**src/rtl/hdc_pkg.sv**
```systemverilog
// ----------------------------------------------------------------------------
// hdc_pkg
// Shared types and constants of the PD heading controller.
// ----------------------------------------------------------------------------
`timescale 1ns / 1ps

package hdc_pkg;

    // width of the serial multiplier operand, one bit per cycle
    localparam int MUL_BW    = 32;
    localparam int MUL_CNT_W = $clog2(MUL_BW);

    // 180/pi in Q.24
    localparam logic signed [MUL_BW-1:0] RAD2DEG_Q24 = 32'sd961263669;

    // unity weight in Q1.16
    localparam int LP_ONE = 65536;

    // filter accumulator and its rounded value
    localparam int FILT_W = 52;
    localparam int FR_W   = FILT_W - 16;

    localparam int CFG_DATA_W = 31;
    localparam int CFG_IDX_W  = 3;

    typedef enum logic [CFG_IDX_W-1:0] {
        REG_PROP_GAIN     = 3'd0,
        REG_DERIV_GAIN    = 3'd1,
        REG_LOWPASS_ALPHA = 3'd2,
        REG_ZERO_COEF     = 3'd3,
        REG_POLE_COEF     = 3'd4,
        REG_DERIV_ENABLE  = 3'd5,
        REG_MEAN_MODE     = 3'd6,
        REG_ZERO_FILTER   = 3'd7
    } cfg_index_t;

    typedef struct packed {
        logic start;
        logic neg;     // subtract the whole product
    } mul_ctl_t;

    typedef struct packed {
        logic add_new;
        logic shift;
    } win_ctl_t;

    function automatic logic signed [31:0] sat32(input logic signed [63:0] v);
        logic signed [31:0] r;
        if (v > 64'sd2147483647)
            r = 32'sh7FFFFFFF;
        else if (v < -64'sd2147483648)
            r = 32'sh80000000;
        else
            r = v[31:0];
        return r;
    endfunction

endpackage

```
**src/rtl/pd_heading_controller.sv**
```systemverilog
// ----------------------------------------------------------------------------
// pd_heading_controller
// PD heading controller with derivative window and output filter.
// One word in flight: the next input word is accepted once the controller
// returns to idle, as the drive word is registered. Each word uses the serial
// multiplier for five products (one when P only, which also skips the output
// filter). Output stalls hold the finished word and add to the word time.
// Reset clears the error window, filter history and control state and loads
// the default register values; no clearing pass.
// ----------------------------------------------------------------------------
`timescale 1ns / 1ps

module pd_heading_controller #(
    parameter int WINDOW_DEPTH = 8
) (
    input  logic                                clk,
    input  logic                                rst_n,
    input  logic                                in_valid,
    output logic                                in_stall,
    input  logic signed [31:0]                  target_heading,
    input  logic signed [31:0]                  measured_heading,
    output logic                                out_valid,
    input  logic                                out_stall,
    output logic signed [31:0]                  drive,
    input  logic                                cfg_wr_en,
    input  logic [hdc_pkg::CFG_IDX_W-1:0]       cfg_index,
    input  logic [hdc_pkg::CFG_DATA_W-1:0]      cfg_data
);
    import hdc_pkg::*;

    localparam int DW = 34 + $clog2(WINDOW_DEPTH);
    localparam int AW = DW;
    localparam int PW = AW + MUL_BW;
    localparam int XW = PW - 15;

    typedef enum logic [3:0] {
        S_IDLE,
        S_PROP,
        S_PSAT,
        S_ERR,
        S_WIN_ADD,
        S_WIN_SHIFT,
        S_DERIV,
        S_XSUM,
        S_F1,
        S_F2,
        S_FRND,
        S_FOUT,
        S_DONE
    } state_t;

    state_t state_reg;

    logic [30:0]          prop_gain_reg;
    logic [30:0]          deriv_gain_reg;
    logic [16:0]          lowpass_alpha_reg;
    logic signed [17:0]   zero_coef_reg;
    logic signed [17:0]   pole_coef_reg;
    logic                 deriv_en_reg;
    logic                 mean_mode_reg;
    logic                 zero_mode_reg;

    logic signed [32:0]   diff_reg;
    logic signed [XW-1:0] prop_reg;
    logic signed [XW-1:0] deriv_reg;
    logic signed [31:0]   err_reg;
    logic signed [31:0]   x_reg;
    logic signed [FILT_W-1:0] acc_reg;
    logic signed [FR_W-1:0]   fr_reg;
    logic signed [31:0]   fop_reg;
    logic signed [31:0]   fip_reg;
    logic signed [31:0]   res_reg;
    logic signed [31:0]   drive_reg;
    logic                 out_valid_reg;

    mul_ctl_t             mul_ctl_reg;
    win_ctl_t             win_ctl_reg;

    logic signed [AW-1:0]     mul_a;
    logic signed [MUL_BW-1:0] mul_b;
    logic                     mul_done;
    logic signed [PW-1:0]     mul_prod;

    logic signed [DW-1:0]     d_mean;
    logic signed [DW-1:0]     d_end;

    logic signed [17:0]       lp_beta;
    logic [PW-1:0]            r_sum16;
    logic [PW-1:0]            r_sum28;
    logic [PW-1:0]            r_sum36;
    logic [FILT_W-1:0]        f_sum;
    logic signed [FILT_W-1:0] acc_sum;
    logic signed [31:0]       y;

    hdc_serial_mul #(
        .AW (AW)
    ) u_mul (
        .clk   (clk),
        .rst_n (rst_n),
        .ctl   (mul_ctl_reg),
        .a     (mul_a),
        .b     (mul_b),
        .done  (mul_done),
        .prod  (mul_prod)
    );

    hdc_err_window #(
        .DEPTH (WINDOW_DEPTH),
        .DW    (DW)
    ) u_window (
        .clk    (clk),
        .rst_n  (rst_n),
        .ctl    (win_ctl_reg),
        .err    (err_reg),
        .d_mean (d_mean),
        .d_end  (d_end)
    );

    // operand select for the shared multiplier
    always_comb
    begin
        lp_beta = 18'(LP_ONE) - 18'(lowpass_alpha_reg);
        mul_a   = AW'(diff_reg);
        mul_b   = MUL_BW'({1'b0, prop_gain_reg});
        case (state_reg)
            S_ERR:
            begin
                mul_b = RAD2DEG_Q24;
            end
            S_DERIV:
            begin
                mul_a = mean_mode_reg ? d_mean : d_end;
                mul_b = MUL_BW'({1'b0, deriv_gain_reg});
            end
            S_F1:
            begin
                mul_a = zero_mode_reg ? AW'(fip_reg) : AW'(x_reg);
                mul_b = zero_mode_reg ? MUL_BW'(zero_coef_reg)
                                      : MUL_BW'({1'b0, lowpass_alpha_reg});
            end
            S_F2:
            begin
                mul_a = AW'(fop_reg);
                mul_b = zero_mode_reg ? MUL_BW'(pole_coef_reg) : MUL_BW'(lp_beta);
            end
            default:
            begin
                mul_a = AW'(diff_reg);
            end
        endcase
    end

    // round half away from zero: add half, less one when negative
    always_comb
    begin
        r_sum16 = mul_prod + (PW'(1) << 15) - PW'(mul_prod[PW-1]);
        r_sum28 = mul_prod + (PW'(1) << 27) - PW'(mul_prod[PW-1]);
        r_sum36 = mul_prod + (PW'(1) << 35) - PW'(mul_prod[PW-1]);
        f_sum   = acc_reg + (FILT_W'(1) << 15) - FILT_W'(acc_reg[FILT_W-1]);
        acc_sum = acc_reg + mul_prod[FILT_W-1:0];
        if (zero_mode_reg)
            y = sat32(64'(fr_reg) + 64'(x_reg));
        else
            y = sat32(64'(fr_reg));
    end

    always_ff @(posedge clk or negedge rst_n)
    begin
        if (!rst_n)
        begin
            state_reg         <= S_IDLE;
            mul_ctl_reg       <= '0;
            win_ctl_reg       <= '0;
            out_valid_reg     <= 1'b0;
            prop_gain_reg     <= 31'd10138009;
            deriv_gain_reg    <= '0;
            lowpass_alpha_reg <= 17'd16384;
            zero_coef_reg     <= 18'sd32768;
            pole_coef_reg     <= 18'sd32768;
            deriv_en_reg      <= 1'b1;
            mean_mode_reg     <= 1'b0;
            zero_mode_reg     <= 1'b0;
            fop_reg           <= '0;
            fip_reg           <= '0;
        end
        else
        begin
            mul_ctl_reg <= '0;
            win_ctl_reg <= '0;

            if (out_valid_reg && !out_stall)
                out_valid_reg <= 1'b0;

            if (cfg_wr_en)
            begin
                case (cfg_index)
                    REG_PROP_GAIN:     prop_gain_reg     <= cfg_data[30:0];
                    REG_DERIV_GAIN:    deriv_gain_reg    <= cfg_data[30:0];
                    REG_LOWPASS_ALPHA: lowpass_alpha_reg <= cfg_data[16:0];
                    REG_ZERO_COEF:     zero_coef_reg     <= $signed(cfg_data[17:0]);
                    REG_POLE_COEF:     pole_coef_reg     <= $signed(cfg_data[17:0]);
                    REG_DERIV_ENABLE:  deriv_en_reg      <= cfg_data[0];
                    REG_MEAN_MODE:     mean_mode_reg     <= cfg_data[0];
                    REG_ZERO_FILTER:   zero_mode_reg     <= cfg_data[0];
                    default: ;
                endcase
            end

            case (state_reg)
                S_IDLE:
                begin
                    if (in_valid)
                    begin
                        diff_reg          <= 33'(target_heading) - 33'(measured_heading);
                        mul_ctl_reg.start <= 1'b1;
                        state_reg         <= S_PROP;
                    end
                end
                S_PROP:
                begin
                    if (mul_done)
                    begin
                        prop_reg <= XW'($signed(r_sum28[PW-1:28]));
                        if (deriv_en_reg)
                        begin
                            mul_ctl_reg.start <= 1'b1;
                            state_reg         <= S_ERR;
                        end
                        else
                            state_reg <= S_PSAT;
                    end
                end
                S_PSAT:
                begin
                    res_reg   <= sat32(64'(prop_reg));
                    state_reg <= S_DONE;
                end
                S_ERR:
                begin
                    if (mul_done)
                    begin
                        err_reg             <= 32'($signed(r_sum36[PW-1:36]));
                        win_ctl_reg.add_new <= 1'b1;
                        state_reg           <= S_WIN_ADD;
                    end
                end
                S_WIN_ADD:
                begin
                    win_ctl_reg.shift <= 1'b1;
                    state_reg         <= S_WIN_SHIFT;
                end
                S_WIN_SHIFT:
                begin
                    mul_ctl_reg.start <= 1'b1;
                    state_reg         <= S_DERIV;
                end
                S_DERIV:
                begin
                    if (mul_done)
                    begin
                        deriv_reg <= XW'($signed(r_sum16[PW-1:16]));
                        state_reg <= S_XSUM;
                    end
                end
                S_XSUM:
                begin
                    x_reg             <= sat32(64'(prop_reg + deriv_reg));
                    mul_ctl_reg.start <= 1'b1;
                    state_reg         <= S_F1;
                end
                S_F1:
                begin
                    if (mul_done)
                    begin
                        acc_reg           <= mul_prod[FILT_W-1:0];
                        mul_ctl_reg.start <= 1'b1;
                        mul_ctl_reg.neg   <= zero_mode_reg;
                        state_reg         <= S_F2;
                    end
                end
                S_F2:
                begin
                    if (mul_done)
                    begin
                        acc_reg   <= acc_sum;
                        state_reg <= S_FRND;
                    end
                end
                S_FRND:
                begin
                    fr_reg    <= $signed(f_sum[FILT_W-1:16]);
                    state_reg <= S_FOUT;
                end
                S_FOUT:
                begin
                    res_reg <= y;
                    fop_reg <= y;
                    if (zero_mode_reg)
                        fip_reg <= x_reg;
                    state_reg <= S_DONE;
                end
                S_DONE:
                begin
                    // output word free or leaving this cycle
                    if (!out_valid_reg || !out_stall)
                    begin
                        drive_reg     <= res_reg;
                        out_valid_reg <= 1'b1;
                        state_reg     <= S_IDLE;
                    end
                end
                default:
                begin
                    state_reg <= S_IDLE;
                end
            endcase
        end
    end

    assign in_stall  = (state_reg != S_IDLE);
    assign out_valid = out_valid_reg;
    assign drive     = drive_reg;

endmodule

```
**src/rtl/hdc_serial_mul.sv**
```systemverilog
// ----------------------------------------------------------------------------
// hdc_serial_mul
// Bit-serial shift-add multiplier: parallel signed a, signed b taken one
// bit per cycle, LSB first, accumulator shifted right each step.
// ----------------------------------------------------------------------------
`timescale 1ns / 1ps

module hdc_serial_mul #(
    parameter int AW = 38
) (
    input  logic                              clk,
    input  logic                              rst_n,
    input  hdc_pkg::mul_ctl_t                 ctl,
    input  logic signed [AW-1:0]              a,
    input  logic signed [hdc_pkg::MUL_BW-1:0] b,
    output logic                              done,
    output logic signed [AW+hdc_pkg::MUL_BW-1:0] prod
);
    import hdc_pkg::*;

    logic signed [AW-1:0]  a_reg;
    logic signed [AW:0]    hi_reg;
    logic [MUL_BW-1:0]     lo_reg;
    logic [MUL_CNT_W-1:0]  cnt_reg;
    logic                  run_reg;
    logic                  neg_reg;
    logic                  done_reg;

    logic                  last;
    logic                  sub;
    logic signed [AW:0]    a_ext;
    logic signed [AW:0]    addend;
    logic signed [AW:0]    sum;

    always_comb
    begin
        last   = (cnt_reg == MUL_CNT_W'(MUL_BW - 1));
        // top bit of b carries negative weight
        sub    = neg_reg ^ last;
        a_ext  = (AW+1)'(a_reg);
        addend = lo_reg[0] ? (sub ? -a_ext : a_ext) : '0;
        sum    = hi_reg + addend;
    end

    always_ff @(posedge clk or negedge rst_n)
    begin
        if (!rst_n)
        begin
            run_reg  <= 1'b0;
            done_reg <= 1'b0;
            cnt_reg  <= '0;
            neg_reg  <= 1'b0;
        end
        else
        begin
            done_reg <= run_reg && last;
            if (ctl.start)
            begin
                a_reg   <= a;
                hi_reg  <= '0;
                lo_reg  <= b;
                neg_reg <= ctl.neg;
                cnt_reg <= '0;
                run_reg <= 1'b1;
            end
            else if (run_reg)
            begin
                hi_reg  <= sum >>> 1;
                lo_reg  <= {sum[0], lo_reg[MUL_BW-1:1]};
                cnt_reg <= cnt_reg + 1'b1;
                if (last)
                    run_reg <= 1'b0;
            end
        end
    end

    assign done = done_reg;
    assign prod = $signed({hi_reg[AW-1:0], lo_reg});

endmodule

```
**src/rtl/hdc_err_window.sv**
```systemverilog
// ----------------------------------------------------------------------------
// hdc_err_window
// Shift line of past errors with a running difference of the two
// half-window sums, updated in two steps per new error word.
// ----------------------------------------------------------------------------
`timescale 1ns / 1ps

module hdc_err_window #(
    parameter int DEPTH = 8,
    parameter int DW    = 37
) (
    input  logic                 clk,
    input  logic                 rst_n,
    input  hdc_pkg::win_ctl_t    ctl,
    input  logic signed [31:0]   err,
    output logic signed [DW-1:0] d_mean,
    output logic signed [DW-1:0] d_end
);
    import hdc_pkg::*;

    localparam int HALF = DEPTH / 2;

    logic signed [31:0]   win_reg [DEPTH];
    logic signed [DW-1:0] dsum_reg;

    always_ff @(posedge clk or negedge rst_n)
    begin
        if (!rst_n)
        begin
            for (int k = 0; k < DEPTH; k++)
                win_reg[k] <= '0;
            dsum_reg <= '0;
        end
        else
        begin
            if (ctl.add_new)
                dsum_reg <= dsum_reg + DW'(err) - DW'(win_reg[HALF-1]);
            else if (ctl.shift)
            begin
                // oldest leaves the old half, one word moves into it
                dsum_reg <= dsum_reg + DW'(win_reg[DEPTH-1])
                            - DW'(win_reg[DEPTH-HALF-1]);
                win_reg[0] <= err;
                for (int k = 1; k < DEPTH; k++)
                    win_reg[k] <= win_reg[k-1];
            end
        end
    end

    assign d_mean = dsum_reg;
    assign d_end  = DW'(win_reg[0]) - DW'(win_reg[DEPTH-1]);

endmodule
```
**config.mk**
```make
export PLATFORM = sky130hd
export DESIGN_NAME = pd_heading_controller
export DESIGN_NICKNAME = d
export VERILOG_FILES = /design/src/rtl/hdc_pkg.sv /design/src/rtl/pd_heading_controller.sv /design/src/rtl/hdc_serial_mul.sv /design/src/rtl/hdc_err_window.sv
export SDC_FILE = /design/constraint.sdc
export NUM_CORES = 2
export LEC_CHECK = 0
export ABC_AREA = 0
export BUFFER_PORTS_ARGS = -buffer_cell sky130_fd_sc_hd__buf_2
export CORE_AREA = 2 2 317 350
export CTS_CLUSTER_SIZE = 25
export DETAILED_ROUTE_END_ITERATION = 10
export DIE_AREA = 0 0 319 352
export PLACE_DENSITY = 0.85
export SLEW_MARGIN = 10
export SYNTH_ARGS = -nofsm -noshare
export SYNTH_HDL_FRONTEND = slang
export SYNTH_SLANG_ARGS = --single-unit
export TNS_END_PERCENT = 5
```
**constraint.sdc**
```tcl
create_clock -name clk -period 7.4 [get_ports clk]
set_clock_uncertainty 0.2 [all_clocks]
set_input_delay 0.37 -clock clk [delete_from_list [all_inputs] [get_ports clk]]
set_output_delay 0.37 -clock clk [all_outputs]
set_load 0.005 [all_outputs]
```
# [After elaboration in Yosys (flattened, before gate mapping)]
# Index checks and enable logic that the tools add are counted.
# W data, S select, Z words.
[op_classes] addsub=21 n_shift=0 n_lt_le_gt_ge=8 bitwise_logic=2 n_eq_ne=27 mul=0 div=0 n_reduce_logical=36 muxes=51
[op_table] op="$mux W32" n=12
[op_table] op="$mux W37" n=4
[op_table] op="$sub A69 B1 Y69" n=2
[op_table] op="$pmux W32 S4" n=1
[op_table] op="$mux W38" n=3
[op_table] op="$pmux W37 S3" n=1
[op_table] op="$mux W52" n=2
[op_table] op="$pmux W52 S2" n=1
[op_table] op="$add A37 B32 Y37" n=2
[op_table] op="$sub A37 B32 Y37" n=2
[op_table] op="$add A69 B16 Y69 const B" n=1
[op_table] op="$add A69 B28 Y69 const B" n=1
[op_table] op="$add A68 B36 Y68 const B" n=1
[op_table] op="$sub A68 B1 Y68" n=1
[op_table] op="$sub A32 B32 Y33" n=2
[op_table] op="$pmux W32 S2" n=1
[op_table] op="$add A41 B53 Y54" n=1
[op_table] op="$gt A54 B32 Y1 const B" n=1
[op_table] op="$lt A54 B32 Y1 const B" n=1
[op_table] op="$add A52 B16 Y52 const B" n=1
[op_table] op="$add A52 B52 Y52" n=1
[op_table] op="$sub A52 B1 Y52" n=1
[op_table] op="$pmux W4 S12" n=1
[op_table] op="$gt A41 B32 Y1 const B" n=1
[op_table] op="39 further kinds" n=100
[totals] reg_bits=942 n_memories=0 out_inout_bits=34 romBits=0 input_bits=103 mem_bits_rw=0 wordCells=186 latchBits=0

# [Logic depth before layout (Yosys ltp)]
[logic_depth] word_depth=7 depth_mapped=25 depth_no_buf=25

# [By module]
# Synthesis repeated with hierarchy kept, for this count alone.
[unflattened] cells_unflattened=7284 hier_area_um2=66311.1
[by_module_without_submodules] mod="pd_heading_controller" cells_each=4242 seq_area_each_um2=15099.5 area_per_inst_um2=39570.5 instances=1
[by_module_without_submodules] mod="hdc_err_window" cells_each=2273 seq_area_each_um2=7332.0 area_per_inst_um2=18910.6 instances=1
[by_module_without_submodules] mod="hdc_serial_mul" cells_each=769 seq_area_each_um2=3413.3 area_per_inst_um2=7830.0 instances=1

# [Least setup slack after synthesis]
# OpenSTA, ideal clock, no wires.
[synth_path] path_kind="register to register" from="register u_mul.cnt_reg[0]" to="register u_mul.hi_reg[35] (data pin)" setup_slack_ns=2.383 synth_period_minus_slack_ns=5.017 arrival_ns=4.537 stages_incl_launch_ff=22 setup_ns=0.280 t_required_ns=6.920 path_buffers=1 cell_sequence="dfrtp_1 > ha_1 > and3_1 > ha_1 > xor2_1 > clkbuf_1 > o31ai_1 > xnor2_1 > and2_1 > ha_1 > a21o_1 > a211oi_1 > o21bai_1 > and3_1 > a211o_1 > nand2_1 > a21boi_0 > o21ai_0 > a21boi_0 > o311ai_0 > mux2i_1 > o311ai_0"
[synth_via] elab_chain_cells=6
[synth_rtl] element="start, declared" line="hdc_serial_mul.sv:24" source="logic [MUL_CNT_W-1:0] cnt_reg;"
[synth_rtl] element="start signal, assigned" line="hdc_serial_mul.sv:70" source="cnt_reg <= cnt_reg + 1'b1;"
[synth_rtl] element="$eq A5 B5 Y1" line="hdc_serial_mul.sv:37" source="last = (cnt_reg == MUL_CNT_W'(MUL_BW - 1));"
[synth_rtl] element="$xor A1 B1 Y1" line="hdc_serial_mul.sv:39" source="sub = neg_reg ^ last;"
[synth_rtl] element="$mux W38 (2 in a row)" line="hdc_serial_mul.sv:41" source="addend = lo_reg[0] ? (sub ? -a_ext : a_ext) : '0;"
[synth_rtl] element="$add A38 B38 Y38" line="hdc_serial_mul.sv:42" source="sum = hi_reg + addend;"
[synth_rtl] element="$mux W38" line="hdc_serial_mul.sv:66" source="else if (run_reg)"
[synth_rtl] element="end signal, assigned" line="hdc_serial_mul.sv:68" source="hi_reg <= sum >>> 1;"
[synth_rtl] element="end, declared" line="hdc_serial_mul.sv:22" source="logic signed [AW:0] hi_reg;"
# Every way passes these cells.
# A chain may end at the register's enable or synchronous reset.

# [Worst setup path in the final report]
[layout_path] from="register u_mul.a_reg[3]" to="register u_mul.hi_reg[35] (data pin)"
[layout_via] elab_chain_cells=5
[layout_rtl] element="start, declared" line="hdc_serial_mul.sv:21" source="logic signed [AW-1:0] a_reg;"
[layout_rtl] element="start signal, assigned" line="hdc_serial_mul.sv:59" source="a_reg <= a;"
[layout_rtl] element="$neg A38 Y38" line="hdc_serial_mul.sv:41"
[layout_rtl] element="$mux W38 (*) (2 in a row)" line="hdc_serial_mul.sv:41"
[layout_rtl] element="$add A38 B38 Y38 (*)" line="hdc_serial_mul.sv:42"
[layout_rtl] element="$mux W38 (*)" line="hdc_serial_mul.sv:66"
# Mark *: on every way between the ends. The rest lies on a longest branch, timed or not.

==> summary.md <==
| Metric | Value |
|---|---|
| Run status | `finished, final reports clean` |
| Critical path cell sequence | `nor2_1, nor4b_1, and3b_1, nand2_1, nor2_1, nand3b_1, nor3_1, nor2_1, xor2_1, and2_1, ha_1, a21oi_1, o21bai_1, a21oi_1, o31ai_1, a31o_2, a21oi_1, a21boi_0, o21ai_0, a21boi_0, o311ai_0, mux2i_1, o311ai_0` |
| WHS Path Cells | `4` |
| Crit path max fanout | `5` |
| Post-Layout Cell Count | `8705` |
| Static leakage | `31.84 nW` |
| CTS Buf Count | `100` |
| Pre-CTS worst setup slack | `1.650 ns` |
| WP buf/inv | `0` |
| Worst R2R Path Depth | `23` |
| Hold_sp | `measured_heading[22]` |
| Number of flops mapped to enable cells by yosys | `450` |
| First-pass GRT wire length | `327400 um` |
| Highest routed layer | `met5` |
| H-tree depth | `3` |
| Worst skew pair latency | `0.72 ns` |
| Syn Std Cell Area | `0.06480 mm2` |
| Most common flop cell mapped by yosys | `dfrtp_1` |
| CP arrival | `6.04 ns` |
| Worst r2r dst | `u_mul.hi_reg[35]$_SDFFCE_PP0P_` |
| Io pins | `137` |
| Postcts setup bufs | `0` |
| Post-layout nets | `7822` |
| Slowest stage delay, CP | `0.53 ns` |
| Die W | `319 um` |
| DRT iter0 DRCs | `6419` |
| Minimum clock period | `5.843 ns` |
| CTS tree | `done` |
| Maximum vdd drop | `0.0002704 V` |
| HP Class | `input port to flop` |
| Vias in the first global route | `54660` |
| Area Overhead vs Synth | `9.632%` |
| Final Core Density | `65.37%` |
| Initial antenna violation count | `14` |
| Pins Over Slew Limit | `0` |
| Area of the multi-input gates | `0.03604 mm2` |
| GRT Total Usage | `38.30%` |
| Post-route ant nets | `0` |
| # resized after CTS | `0` |
| Setup-failing EPs final | `0` |
| Hold Fails Final Rpt | `0` |
| Post-route setup slack | `1.557 ns` |
| Dpl cells | `8435` |
| Yosys reg bits | `942` |
| Fill count | `8502` |
| Wl on met1 | `81520 um` |
| Final RePlAce weighted congestion | `1.067` |
| Vias | `56310` |
| Clk slew on worst S/H paths | `0.06 ns` |
| Wire length per cell | `25.17 um` |
| Drt first pass iters | `7` |
| Drt total wl | `219100 um` |
| DP Wirelength | `165200 um` |
| Worst slew pin tran | `1.391 ns` |
| Synthesized netlist cell count | `7107` |
| Std cell rows | `127` |
| Crit path capture type | `flop` |
| TNS Setup | `0 ns` |
| FFs w/ async S/R, synth | `52.23%` |
| Largest net degree at the start of global routing | `192` |
| Max stage delay cell, worst path | `nor4b_1` |
| Worst r2r src | `u_mul.a_reg[3]$_DFFE_PP_` |
| Max-cap violations | `0` |
| Vias per inst | `6.469` |
| # DRC | `0` |
| Hold Path Sink | `diff_reg[22]$_DFFE_PP_` |
| PwrDens | `440.7 mW/mm2` |
| RSZ-0062 raised after global routing | `no` |
| Kind of critical path | `flop to flop` |
| Yosys cell types | `104` |
| YS warnings | `0` |
| R2R setup slack | `1.56 ns` |
| Layout cell share with drive strength beyond 1 | `8.735%` |
| Period utilization | `78.96%` |
| Max Freq | `0.1711 GHz` |
| Total length of routed met2 wires | `98380 um` |
| Global route overflow | `0` |
| Longest Clk Path Bufs | `3` |
| Sink Count | `942` |
| Post-synth top area share | `20.85%` |
| Mapped Nets | `7733` |
| Wire length on met3 | `20390 um` |
| CP required | `7.60 ns` |
| CP Launch Type | `flop` |
| Die Y-Extent | `352 um` |
| Max FFs per register | `256` |
| Sequential fraction of the synthesis area | `39.88%` |
| Top cells by area in the synthesized netlist | `edfxtp_1, dfrtp_1, ha_1` |
| Largest area contributor in the netlist | `edfxtp_1` |
| Core region area | `0.1087 mm2` |
| Die area | `0.1123 mm2` |
| Starting Density | `59.62%` |
| CTS root buf | `clkbuf_16` |
| Sequential cell area | `0.02586 mm2` |
| Worst path top cell family by delay | `compound AO/OA/AOI/OAI gates` |
| Mapped Avg Cell Area | `9.118 um2` |
| Slew HR | `7.259%` |
| Buffers added on ports | `136` |
cell usage after synthesis, types with 14 or more instances:
library cell,instances
nand2_1,1131
o21ai_0,538
a21oi_1,517
inv_1,513
dfrtp_1,476
edfxtp_1,450
ha_1,445
nor2_1,406
xnor2_1,296
clkbuf_1,249
a21o_1,220
xor2_1,171
mux2_2,170
nand4_1,105
nor3_1,102
nand3_1,93
nand2b_1,89
mux2i_1,84
fa_1,78
o21bai_1,66
o21a_1,61
and2_1,57
a31oi_1,56
o31ai_1,54
nor2b_1,49
a211oi_1,47
o211ai_1,47
and3_1,40
a221oi_1,34
or3_1,31
buf_1,25
nor4_1,23
o21ai_1,23
or2_2,21
a222oi_1,20
a21boi_0,18
a211o_1,16
dfstp_2,16
o311ai_1,16
o221ai_1,15
a22o_1,14
nor3b_1,14
o31a_1,14
kinds of logic after synthesis:
group	synth area share, %
flip-flops	39.88
AO/OA/AOI/OAI	18.41
XOR/XNOR	6.337
multiplexers	4.286
adder cells (fa/ha/maj)	11.00
buffers and inverters	4.692
AND/OR/NAND/NOR	15.40
worst max-delay path by stage:
stage / start / end / depth (start not counted)
5_1_grt: u_mul.a_reg[3]$_DFFE_PP_ / u_mul.hi_reg[35]$_SDFFCE_PP0P_ / 23
4_1_cts: u_mul.a_reg[3]$_DFFE_PP_ / u_mul.hi_reg[35]$_SDFFCE_PP0P_ / 23
6_report: u_mul.a_reg[3]$_DFFE_PP_ / u_mul.hi_reg[35]$_SDFFCE_PP0P_ / 23
2_1_floorplan: u_mul.cnt_reg[0]$_DFFE_PN0N_ / u_mul.hi_reg[35]$_SDFFCE_PP0P_ / 21
3_5_place_dp: u_mul.a_reg[3]$_DFFE_PP_ / u_mul.hi_reg[35]$_SDFFCE_PP0P_ / 23
3_3_place_gp: u_mul.a_reg[3]$_DFFE_PP_ / u_mul.hi_reg[35]$_SDFFCE_PP0P_ / 23
cell usage in the layout, fill, tap and decap left out, types with 93 or more instances in the layout:
cell type,netlist,layout
nor3_1,102,99
edfxtp_1,450,450
clkbuf_16,0,105
nand3_1,93,93
nand4_1,105,105
a21oi_1,517,517
inv_1,513,513
a21o_1,220,220
nand2_1,1131,1129
ha_1,445,445
mux2_2,170,170
xor2_1,171,171
nor2_1,406,400
xnor2_1,296,295
dfrtp_1,476,471
buf_2,9,135
o21ai_0,538,538
per-stage QoR:
stage	area [um2]	hold slack, ns	total power [mW]
2_1_floorplan	64800	-0.1256	19.72
3_3_place_gp	66760	0.1322	24.91
3_5_place_dp	66760	0.1358	25.22
4_1_cts	71030	0.003673	30.74
5_1_grt	71030	0.06528	32.86
6_report	71050	0.05267	31.31
power by group:
part	switching [mW]	internal, mW
Clock	2.27	3.12
Sequential	1.16	7.17
Combinational	11.3	6.29
Total	14.7	16.6
final cells by class:
cell class / instances / area share, %
clock buffers: 138 / 4.042
inverters: 513 / 2.710
multi-input cells: 5365 / 50.73
repair buffers: 274 / 2.754
clock inverters: 49 / 0.8559
well taps: 1419 / 2.499
diodes: 5 / 0.01761
flip-flops and latches: 942 / 36.39
worst min-delay path, stage by stage:
cell	delay, ns
buf_2	0.09
inv_1	0.04
ha_1	0.19
xor2_1	0.09
routing by layer:
metal / up-vias / track usage (%)
met4: 6 / 27.89
met1: 27180 / 47.42
li1: 25360 / -
met3: 744 / 7.285
met5: - / 0
met2: 3021 / 60.09
repair_timing:
item | 4_1_cts | 5_1_grt
setup endpoints to repair | 0 | 0
endpoints found under the hold margin | 185 | 0
hold buffers | 78 | 0
Power figures use the tool's default switching activity.
